--- config.mk ---
export PLATFORM = sky130hd
export DESIGN_NAME = byte_packetizer_with_idle_flush
export DESIGN_NICKNAME = d
export VERILOG_FILES = /design/src/rtl/bpk_pkg.sv /design/src/rtl/byte_packetizer_with_idle_flush.sv /design/src/rtl/bpk_ctrl.sv /design/src/rtl/bpk_datapath.sv
export VERILOG_INCLUDE_DIRS = /design/src /design/src/rtl
export SDC_FILE = /design/constraint.sdc
export NUM_CORES = 2
export LEC_CHECK = 0
export BUFFER_PORTS_ARGS = -buffer_cell sky130_fd_sc_hd__buf_2
export CAP_MARGIN = 20
export CELL_PAD_IN_SITES_DETAIL_PLACEMENT = 2
export CELL_PAD_IN_SITES_GLOBAL_PLACEMENT = 2
export CORE_MARGIN = 5
export CORE_UTILIZATION = 51
export DETAILED_ROUTE_END_ITERATION = 10
export MAX_ROUTING_LAYER = met4
export PLACE_DENSITY_LB_ADDON = 0.15
export SLEW_MARGIN = 0
export SYNTH_ARGS = -nofsm -noshare
export SYNTH_HDL_FRONTEND = slang
export SYNTH_SLANG_ARGS = --single-unit
--- constraint.sdc ---
create_clock -name clk -period 19.2 [get_ports clk]
set_clock_uncertainty 0.2 [all_clocks]
set_input_delay 3.84 -clock clk [delete_from_list [all_inputs] [get_ports clk]]
set_output_delay 3.84 -clock clk [all_outputs]
set_load 0.03 [all_outputs]
--- src/rtl/byte_packetizer_with_idle_flush_assert.svh ---
`ifndef BYTE_PACKETIZER_WITH_IDLE_FLUSH_ASSERT_SVH
`define BYTE_PACKETIZER_WITH_IDLE_FLUSH_ASSERT_SVH

// same-cycle implication
`define BPK_ASSERT_NOW(label, clk, rst_n, ante, cons) \
    label: assert property (@(posedge clk) disable iff (!rst_n) (ante) |-> (cons)) \
        else $error("assertion failed");

// next-cycle implication
`define BPK_ASSERT_NEXT(label, clk, rst_n, ante, cons) \
    label: assert property (@(posedge clk) disable iff (!rst_n) (ante) |=> (cons)) \
        else $error("assertion failed");

`endif

--- src/rtl/bpk_pkg.sv ---
package bpk_pkg;

    localparam logic [1:0] KIND_DATA = 2'd0;
    localparam logic [1:0] KIND_TICK = 2'd1;
    localparam logic [1:0] KIND_SEND = 2'd2;

    localparam logic [1:0] CFG_TYPE_CODE  = 2'd0;
    localparam logic [1:0] CFG_IDLE_FLUSH = 2'd1;

    localparam logic [6:0] IDLE_LIMIT = 7'd100;

    typedef enum logic [2:0] {
        ST_CLEAR,
        ST_IDLE,
        ST_CLOSE_DATA,
        ST_CLOSE_SEND,
        ST_SEND_CHECK,
        ST_SEND
    } state_t;

    typedef struct packed {
        logic clear_wr;
        logic byte_wr;
        logic tick;
        logic close;
        logic send_rd;
        logic send_end;
    } ctrl_cmd_t;

    typedef struct packed {
        logic clear_last;
        logic byte_fills;
        logic flush_due;
        logic queued;
        logic send_last;
    } dp_status_t;

endpackage

--- src/rtl/byte_packetizer_with_idle_flush.sv ---
// Data byte and tick: busy stays low, but a byte that completes a packet also passes
// through CLOSE_DATA (length write). Send: enters SEND, via CLOSE_SEND and SEND_CHECK
// with an idle flush; then PACKET_BYTES bytes on consecutive cycles, paced by the
// single store read port. The receiver cannot stall; each byte is valid for one cycle
// with strobe. After reset, busy stays high while the SLOT_COUNT*PACKET_BYTES store
// bytes (320 by default) are cleared one per cycle; config writes are still taken.
module byte_packetizer_with_idle_flush #(
    parameter int PACKET_BYTES = 64,
    parameter int DATA_BYTES   = 60,
    parameter int SLOT_COUNT   = 5
) (
    input  logic       clk,
    input  logic       rst_n,
    input  logic       start,
    output logic       busy,
    input  logic [1:0] kind,
    input  logic [7:0] data_byte,
    input  logic       cfg_valid,
    output logic       cfg_ready,
    input  logic [1:0] cfg_index,
    input  logic [7:0] cfg_data,
    output logic       strobe,
    output logic [7:0] out_byte,
    output logic       last
);

    bpk_pkg::ctrl_cmd_t  cmd;
    bpk_pkg::dp_status_t status;

    assign cfg_ready = 1'b1;

    bpk_ctrl u_ctrl (
        .clk    (clk),
        .rst_n  (rst_n),
        .start  (start),
        .kind   (kind),
        .status (status),
        .cmd    (cmd),
        .busy   (busy)
    );

    bpk_datapath #(
        .PACKET_BYTES (PACKET_BYTES),
        .DATA_BYTES   (DATA_BYTES),
        .SLOT_COUNT   (SLOT_COUNT)
    ) u_datapath (
        .clk       (clk),
        .rst_n     (rst_n),
        .cmd       (cmd),
        .status    (status),
        .data_byte (data_byte),
        .cfg_we    (cfg_valid && cfg_ready),
        .cfg_index (cfg_index),
        .cfg_data  (cfg_data),
        .strobe    (strobe),
        .out_byte  (out_byte),
        .last      (last)
    );

endmodule

--- src/rtl/bpk_ctrl.sv ---
module bpk_ctrl (
    input  logic               clk,
    input  logic               rst_n,
    input  logic               start,
    input  logic [1:0]         kind,
    input  bpk_pkg::dp_status_t status,
    output bpk_pkg::ctrl_cmd_t cmd,
    output logic               busy
);

    bpk_pkg::state_t state_reg;
    bpk_pkg::state_t state_next;

    always_ff @(posedge clk or negedge rst_n)
    begin
        if (!rst_n)
        begin
            state_reg <= bpk_pkg::ST_CLEAR;
        end
        else
        begin
            state_reg <= state_next;
        end
    end

    always_comb
    begin
        state_next = state_reg;
        cmd        = '0;
        busy       = 1'b1;
        unique case (state_reg)
            bpk_pkg::ST_CLEAR:
            begin
                cmd.clear_wr = 1'b1;
                if (status.clear_last)
                begin
                    state_next = bpk_pkg::ST_IDLE;
                end
            end
            bpk_pkg::ST_IDLE:
            begin
                busy = 1'b0;
                if (start)
                begin
                    unique case (kind)
                        bpk_pkg::KIND_DATA:
                        begin
                            cmd.byte_wr = 1'b1;
                            if (status.byte_fills)
                            begin
                                state_next = bpk_pkg::ST_CLOSE_DATA;
                            end
                        end
                        bpk_pkg::KIND_TICK:
                        begin
                            cmd.tick = 1'b1;
                        end
                        bpk_pkg::KIND_SEND:
                        begin
                            priority if (status.flush_due)
                            begin
                                state_next = bpk_pkg::ST_CLOSE_SEND;
                            end
                            else if (status.queued)
                            begin
                                state_next = bpk_pkg::ST_SEND;
                            end
                            else
                            begin
                                state_next = bpk_pkg::ST_IDLE;
                            end
                        end
                        default:
                        begin
                            state_next = bpk_pkg::ST_IDLE;
                        end
                    endcase
                end
            end
            bpk_pkg::ST_CLOSE_DATA:
            begin
                cmd.close  = 1'b1;
                state_next = bpk_pkg::ST_IDLE;
            end
            bpk_pkg::ST_CLOSE_SEND:
            begin
                cmd.close  = 1'b1;
                state_next = bpk_pkg::ST_SEND_CHECK;
            end
            bpk_pkg::ST_SEND_CHECK:
            begin
                state_next = status.queued ? bpk_pkg::ST_SEND : bpk_pkg::ST_IDLE;
            end
            bpk_pkg::ST_SEND:
            begin
                cmd.send_rd = 1'b1;
                if (status.send_last)
                begin
                    cmd.send_end = 1'b1;
                    state_next   = bpk_pkg::ST_IDLE;
                end
            end
            default:
            begin
                state_next = bpk_pkg::ST_IDLE;
            end
        endcase
    end

endmodule

--- src/rtl/bpk_datapath.sv ---
`include "byte_packetizer_with_idle_flush_assert.svh"

module bpk_datapath #(
    parameter int PACKET_BYTES = 64,
    parameter int DATA_BYTES   = 60,
    parameter int SLOT_COUNT   = 5
) (
    input  logic                clk,
    input  logic                rst_n,
    input  bpk_pkg::ctrl_cmd_t  cmd,
    output bpk_pkg::dp_status_t status,
    input  logic [7:0]          data_byte,
    input  logic                cfg_we,
    input  logic [1:0]          cfg_index,
    input  logic [7:0]          cfg_data,
    output logic                strobe,
    output logic [7:0]          out_byte,
    output logic                last
);

    localparam int SLOT_W     = $clog2(SLOT_COUNT);
    localparam int FILL_W     = $clog2(DATA_BYTES + 1);
    localparam int POS_W      = $clog2(PACKET_BYTES);
    localparam int WPOS_W     = $clog2(DATA_BYTES + 3);
    localparam int STORE_SIZE = SLOT_COUNT * PACKET_BYTES;
    localparam int MEM_AW     = $clog2(STORE_SIZE);
    localparam int WIDE_W     = $clog2(STORE_SIZE + DATA_BYTES + 2) + 1;

    logic [7:0]        mem [STORE_SIZE];
    logic [7:0]        rdata_reg;

    logic [SLOT_W-1:0] write_slot_reg;
    logic [SLOT_W-1:0] read_slot_reg;
    logic [FILL_W-1:0] fill_reg;
    logic [6:0]        idle_reg;
    logic [7:0]        type_code_reg;
    logic [6:0]        idle_thr_reg;
    logic [MEM_AW-1:0] clr_cnt_reg;
    logic [POS_W-1:0]  send_pos_reg;
    logic              strobe_reg;
    logic [POS_W-1:0]  pos_d_reg;

    logic [SLOT_W-1:0] write_slot_inc;
    logic [SLOT_W-1:0] read_slot_inc;
    logic [WPOS_W-1:0] wpos;
    logic [WIDE_W-1:0] wbase;
    logic [WIDE_W-1:0] rbase;
    logic [WIDE_W-1:0] byte_addr_w;
    logic [WIDE_W-1:0] len_addr_w;
    logic [WIDE_W-1:0] rd_addr_w;
    logic              byte_in_range;
    logic              mem_we;
    logic [MEM_AW-1:0] mem_waddr;
    logic [7:0]        mem_wdata;

    assign write_slot_inc = (write_slot_reg == SLOT_W'(SLOT_COUNT - 1)) ?
                            '0 : write_slot_reg + SLOT_W'(1);
    assign read_slot_inc  = (read_slot_reg == SLOT_W'(SLOT_COUNT - 1)) ?
                            '0 : read_slot_reg + SLOT_W'(1);

    assign wpos          = WPOS_W'(fill_reg) + WPOS_W'(2);
    assign byte_in_range = int'(wpos) < PACKET_BYTES;
    assign wbase         = WIDE_W'(write_slot_reg) * WIDE_W'(PACKET_BYTES);
    assign rbase         = WIDE_W'(read_slot_reg) * WIDE_W'(PACKET_BYTES);
    assign byte_addr_w   = wbase + WIDE_W'(wpos);
    assign len_addr_w    = wbase + WIDE_W'(1);
    assign rd_addr_w     = rbase + WIDE_W'(send_pos_reg);

    always_comb
    begin
        mem_we    = 1'b0;
        mem_waddr = clr_cnt_reg;
        mem_wdata = 8'd0;
        priority if (cmd.clear_wr)
        begin
            mem_we = 1'b1;
        end
        else if (cmd.byte_wr)
        begin
            mem_we    = byte_in_range;
            mem_waddr = byte_addr_w[MEM_AW-1:0];
            mem_wdata = data_byte;
        end
        else if (cmd.close)
        begin
            mem_we    = 1'b1;
            mem_waddr = len_addr_w[MEM_AW-1:0];
            mem_wdata = 8'(fill_reg);
        end
        else
        begin
            mem_we = 1'b0;
        end
    end

    always_ff @(posedge clk)
    begin
        if (mem_we)
        begin
            mem[mem_waddr] <= mem_wdata;
        end
    end

    always_ff @(posedge clk)
    begin
        rdata_reg <= mem[rd_addr_w[MEM_AW-1:0]];
        pos_d_reg <= send_pos_reg;
    end

    always_ff @(posedge clk or negedge rst_n)
    begin
        if (!rst_n)
        begin
            write_slot_reg <= '0;
            read_slot_reg  <= '0;
            fill_reg       <= '0;
            idle_reg       <= '0;
            type_code_reg  <= 8'd1;
            idle_thr_reg   <= 7'd2;
            clr_cnt_reg    <= '0;
            send_pos_reg   <= '0;
            strobe_reg     <= 1'b0;
        end
        else
        begin
            strobe_reg <= cmd.send_rd;
            if (cmd.clear_wr)
            begin
                clr_cnt_reg <= clr_cnt_reg + MEM_AW'(1);
            end
            if (cfg_we && cfg_index == bpk_pkg::CFG_TYPE_CODE)
            begin
                type_code_reg <= cfg_data;
            end
            if (cfg_we && cfg_index == bpk_pkg::CFG_IDLE_FLUSH)
            begin
                idle_thr_reg <= cfg_data[6:0];
            end
            if (cmd.byte_wr)
            begin
                fill_reg <= fill_reg + FILL_W'(1);
                idle_reg <= '0;
            end
            if (cmd.tick && idle_reg < bpk_pkg::IDLE_LIMIT)
            begin
                idle_reg <= idle_reg + 7'd1;
            end
            if (cmd.close)
            begin
                fill_reg <= '0;
                if (write_slot_inc != read_slot_reg)
                begin
                    write_slot_reg <= write_slot_inc;
                end
            end
            if (cmd.send_end)
            begin
                send_pos_reg  <= '0;
                read_slot_reg <= read_slot_inc;
            end
            else if (cmd.send_rd)
            begin
                send_pos_reg <= send_pos_reg + POS_W'(1);
            end
        end
    end

    assign status.clear_last = clr_cnt_reg == MEM_AW'(STORE_SIZE - 1);
    assign status.byte_fills = ((FILL_W + 1)'(fill_reg) + (FILL_W + 1)'(1)) >=
                               (FILL_W + 1)'(DATA_BYTES);
    assign status.flush_due  = (fill_reg != '0) && (idle_reg > idle_thr_reg);
    assign status.queued     = read_slot_reg != write_slot_reg;
    assign status.send_last  = send_pos_reg == POS_W'(PACKET_BYTES - 1);

    assign strobe   = strobe_reg;
    assign out_byte = (pos_d_reg == '0) ? type_code_reg : rdata_reg;
    assign last     = pos_d_reg == POS_W'(PACKET_BYTES - 1);

    `BPK_ASSERT_NOW(a_idle_sat, clk, rst_n, 1'b1, idle_reg <= bpk_pkg::IDLE_LIMIT)
    `BPK_ASSERT_NOW(a_fill_max, clk, rst_n, 1'b1, int'(fill_reg) <= DATA_BYTES)
    `BPK_ASSERT_NEXT(a_read_strobe, clk, rst_n, cmd.send_rd, strobe_reg)
    `BPK_ASSERT_NEXT(a_close_empties, clk, rst_n, cmd.close, fill_reg == '0)

endmodule

==> run_results.csv, run 1 <==
group,metric,value,unit
floorplan,chipWidth,459,um
placement,hpwlAfterDp,234000,um
yosys,ys_warn_count,0,
floorplan,initial_core_util,51.4,%
yosys,syn_area_per_cell,20.8,um2
outcome,status,"did not finish",
yosys,yosys-top-cells-area,"edfxtp_1 75%, mux4_2 14%, mux2i_1 1.8%",
yosys,synth_cell_types,68,
yosys,netlist_area,103000,um2
yosys,synth_top_area_cell,"edfxtp_1",
yosys,ys_seq_elements,2627,
yosys,synth_top_area_share,74.8,%
yosys,synth_common_cells,"2,560 x edfxtp_1, 624 x mux4_2, 370 x nor2_1",
floorplan,chipHeight,459,um
floorplan,rows,164,
yosys,yosysMostFrequentCell,"edfxtp_1",
outcome,stop_stage,"detailed placement",
yosys,synthCells,4953,
placement,port_buffers,34,
yosys,synth_edf_count,2560,
yosys,yosysSeqAreaShare,76.4,%
placement,routabilityCongestion,0.859,
yosys,syn_nets,4994,
outcome,error,"[ERROR DPL-0033] detailed placement checks failed during check placement.",
yosys,ys_async_sr_fraction,2.02,%
yosys,synthFlopType,"edfxtp_1",
floorplan,ios,36,
==> stage by stage <==
step / cells / hold slack, ps / worst slack (ps) / area, um2
global placement: 7466 / 224 / 10550 / 106000
floorplan: 4953 / 172 / 3100 / 103000
==> cell families after synthesis <==
kind of cell / after synthesis / share of synthesized area, %
AOI/OAI and AO/OA: 439 / 2.91
xor gates and xnor gates: 22 / 0.187
adders and majority gates: 17 / 0.207
buffers and inverters: 328 / 1.74
DFF: 2627 / 76.4
muxes: 839 / 15.8
other: 1 / 0.00365
and+or+nand+nor: 680 / 2.79
==> run 2: changes to the inputs <==
Settings changed: CELL_PAD_IN_SITES_DETAIL_PLACEMENT 2 to default, CELL_PAD_IN_SITES_GLOBAL_PLACEMENT 2 to default, CORE_UTILIZATION 51 to 40, MAX_ROUTING_LAYER met4 to default.
==> run 2 against run 1 <==
  * The flow now finishes without violations
  * Synthesized area unchanged
  * Synthesized cell count unchanged
==> run_results.csv, run 2 <==
group,metric,value,unit
yosys,yosysSeqAreaShare,76.4,%
sta,final-hold-violation-count,0,
clocking,postCtsHoldBufs,0,
worst_hold_path,hold_class,"reg2reg",
critical_path,critPathArrivalTime,8170,ps
placement,post_dp_cell_area,107000,um2
critical_path,critPathKind,"in2reg",
critical_path,reg2reg_from,"u_datapath.send_pos_reg[0]",
cells_and_area,seq_area,78500,um2
sta,slew_viol_final,0,
cells_and_area,fill_cells,21400,
power_and_ir_drop,cellLeakagePower,0.0362,uW
yosys,synth_top_area_cell,"edfxtp_1",
cells_and_area,drive_gt1_share,23.3,%
drt,highest_layer,"met5",
drt,drt-met1-wl,133000,um
power_and_ir_drop,p_per_area,140,nW/um2
floorplan,chipWidth,517,um
critical_path,end_kind,"flip-flop",
drt,met2_length,143000,um
yosys,syn_area_per_cell,20.8,um2
global_routing,grt_pass1_wl,431000,um
worst_hold_path,worstHoldStart,"u_datapath.clr_cnt_reg[5]",
sta,slew_headroom,10.4,%
drt,viasPerCell,6.00,
yosys,synth_edf_count,2560,
critical_path,worstPathRequired,19540,ps
drt,drtPass1Iterations,5,
placement,hpwlAfterDp,181000,um
global_routing,antenna_found_initial,13,
drt,routed_wl,309000,um
floorplan,initial_core_util,40.1,%
drt,route.detailed.drc,0,
floorplan,rows,186,
critical_path,startpoint_type,"input pin",
cells_and_area,design_area,115000,um2
sta,worst_slew_pin_slew,1340,ps
global_routing,grt_max_degree,164,
sta,timing.fmax,128,MHz
yosys,syn_nets,4994,
sta,layout_min_cycle_time,7820,ps
sta,fin_ws,11380,ps
cells_and_area,syn2layout_area_growth,12.3,%
yosys,synth_cell_types,68,
drt,vias,52000,
drt,wire_per_inst,35.6,um
yosys,ys_async_sr_fraction,2.02,%
floorplan,core,256000,um2
floorplan,ios,36,
yosys,netlist_area,103000,um2
yosys,synth_top_area_share,74.8,%
clocking,clkTransAtPathRegs,60,ps
drt,drtIter0Drc,6875,
floorplan,dieArea,267000,um2
placement,place_ws,10540,ps
global_routing,track_usage,23.0,%
sta,rsz0062_at_grt,"no",
global_routing,overflow,0,
critical_path,cp_max_fo,22,
critical_path,worstSetupStartpoint,"kind[0]",
flow_run,cap_violations,0,
cells_and_area,largest_reg_flops,2560,
floorplan,chipHeight,517,um
global_routing,grt_pass1_vias,51700,
cells_and_area,multi_input_area,22700,um2
placement,routabilityCongestion,0.846,
cells_and_area,fin_util,45.0,%
drt,drtAntennaViolNets,0,
clocking,clockBufferDepth,4,
yosys,ys_warn_count,0,
yosys,synthFlopType,"edfxtp_1",
yosys,yosysMostFrequentCell,"edfxtp_1",
outcome,status,"complete, no violations",
clocking,post_cts_buffers,0,
power_and_ir_drop,peakVddDrop,0.111,mV
yosys,yosys-top-cells-area,"edfxtp_1 75%, mux4_2 14%, mux2i_1 1.8%",
clocking,clk_latency,920,ps
sta,timing.setup.tns,0,ps
yosys,ys_seq_elements,2627,
clocking,htree_levels,5,
clocking,post_cts_resized,0,
clocking,numCtsBuffers,285,
sta,finalSetupViolations,0,
cells_and_area,final_cell_mix,"2,560 x edfxtp_1, 624 x mux4_2, 366 x nor2_1",
placement,port_buffers,34,
yosys,synthCells,4953,
clocking,cts_tree,"done",
clocking,cts_root_buffer,"clkbuf_16",
drt,wl_met3,23500,um
clocking,clkSinkCount,2627,
sta,period_share,40.7,%
cells_and_area,mostFrequentLayoutCell,"edfxtp_1",
yosys,synth_common_cells,"2,560 x edfxtp_1, 624 x mux4_2, 370 x nor2_1",
cells_and_area,finalNetCount,5123,
==> run 2: cell counts after synthesis <==
Identical to the previous run, type by type.
==> run 2: routing by layer <==
layer  vias up  track usage (%)
li1      20800                -
met1     28200             33.8
met2      2566             35.4
met3       441             4.19
met4         2             6.68
met5         -                0
==> run 2: worst paths after layout <==
| check | end | slack [ps] | cells after the start |
|---|---|---|---|
| min reg2reg | u_datapath.clr_cnt_reg[5] | 300 | 1 |
| max reg2reg | u_datapath.rdata_reg[6] | 11950 | 11 |
| min in group asynchronous | u_datapath.idle_reg[3] | 2870 | 2 |
| max in group asynchronous | u_datapath.send_pos_reg[3] | 15320 | 2 |
| min | u_datapath.clr_cnt_reg[5] | 300 | 1 |
| max | u_datapath.mem[313][7] | 11380 | 7 |
==> run 2: where the power goes <==
| group | switching, uW | internal (uW) |
|---|---|---|
| Clock | 2180 | 3010 |
| Combinational | 2740 | 1680 |
| Sequential | 127 | 6410 |
==> run 2: final cells by class <==
| type | count | share of cell area, % |
|---|---|---|
| Sequential cell | 2627 | 68.0 |
| Multi-Input combinational cell | 1998 | 19.7 |
| Clock buffer | 346 | 6.53 |
| Tap cell | 3384 | 3.67 |
| Timing Repair Buffer | 145 | 1.05 |
| Clock inverter | 133 | 0.939 |
| Inverter | 25 | 0.0900 |
| Antenna cell | 7 | 0.0152 |
==> run 2: per-stage QoR <==
step / hold WS (ps) / instances / total power [uW]
final: 300 / 8665 / 16100
after detailed placement: 281 / 8177 / 11100
after global placement: 287 / 8176 / 11100
after floorplan: 172 / 4953 / 9480
after CTS: 289 / 8656 / 16200
after global routing: 331 / 8660 / 16700
==> run 2: cell families (layout without fill, tap and decap cells) <==
| logic type | count (synthesis) | in the layout | synth area share [%] |
|---|---|---|---|
| AND/OR/NAND/NOR | 680 | 680 | 2.79 |
| other | 1 | 8 | 0.00365 |
| adder cells (fa/ha/maj) | 17 | 17 | 0.207 |
| AO/OA/AOI/OAI | 439 | 439 | 2.91 |
| XOR/XNOR | 22 | 22 | 0.187 |
| flip-flops | 2627 | 2627 | 76.4 |
| multiplexers | 839 | 839 | 15.8 |
| buffers and inverters | 328 | 649 | 1.74 |
==> run 2: worst max-delay path, cell delays in order <==
cell     delay [ps]
buf_2           120
nor2_1          340
nand2_1         570
o21ai_0         650
and2_1          950
nand2_1         820
nor2_1          820
(Power assumes the default switching activity.)
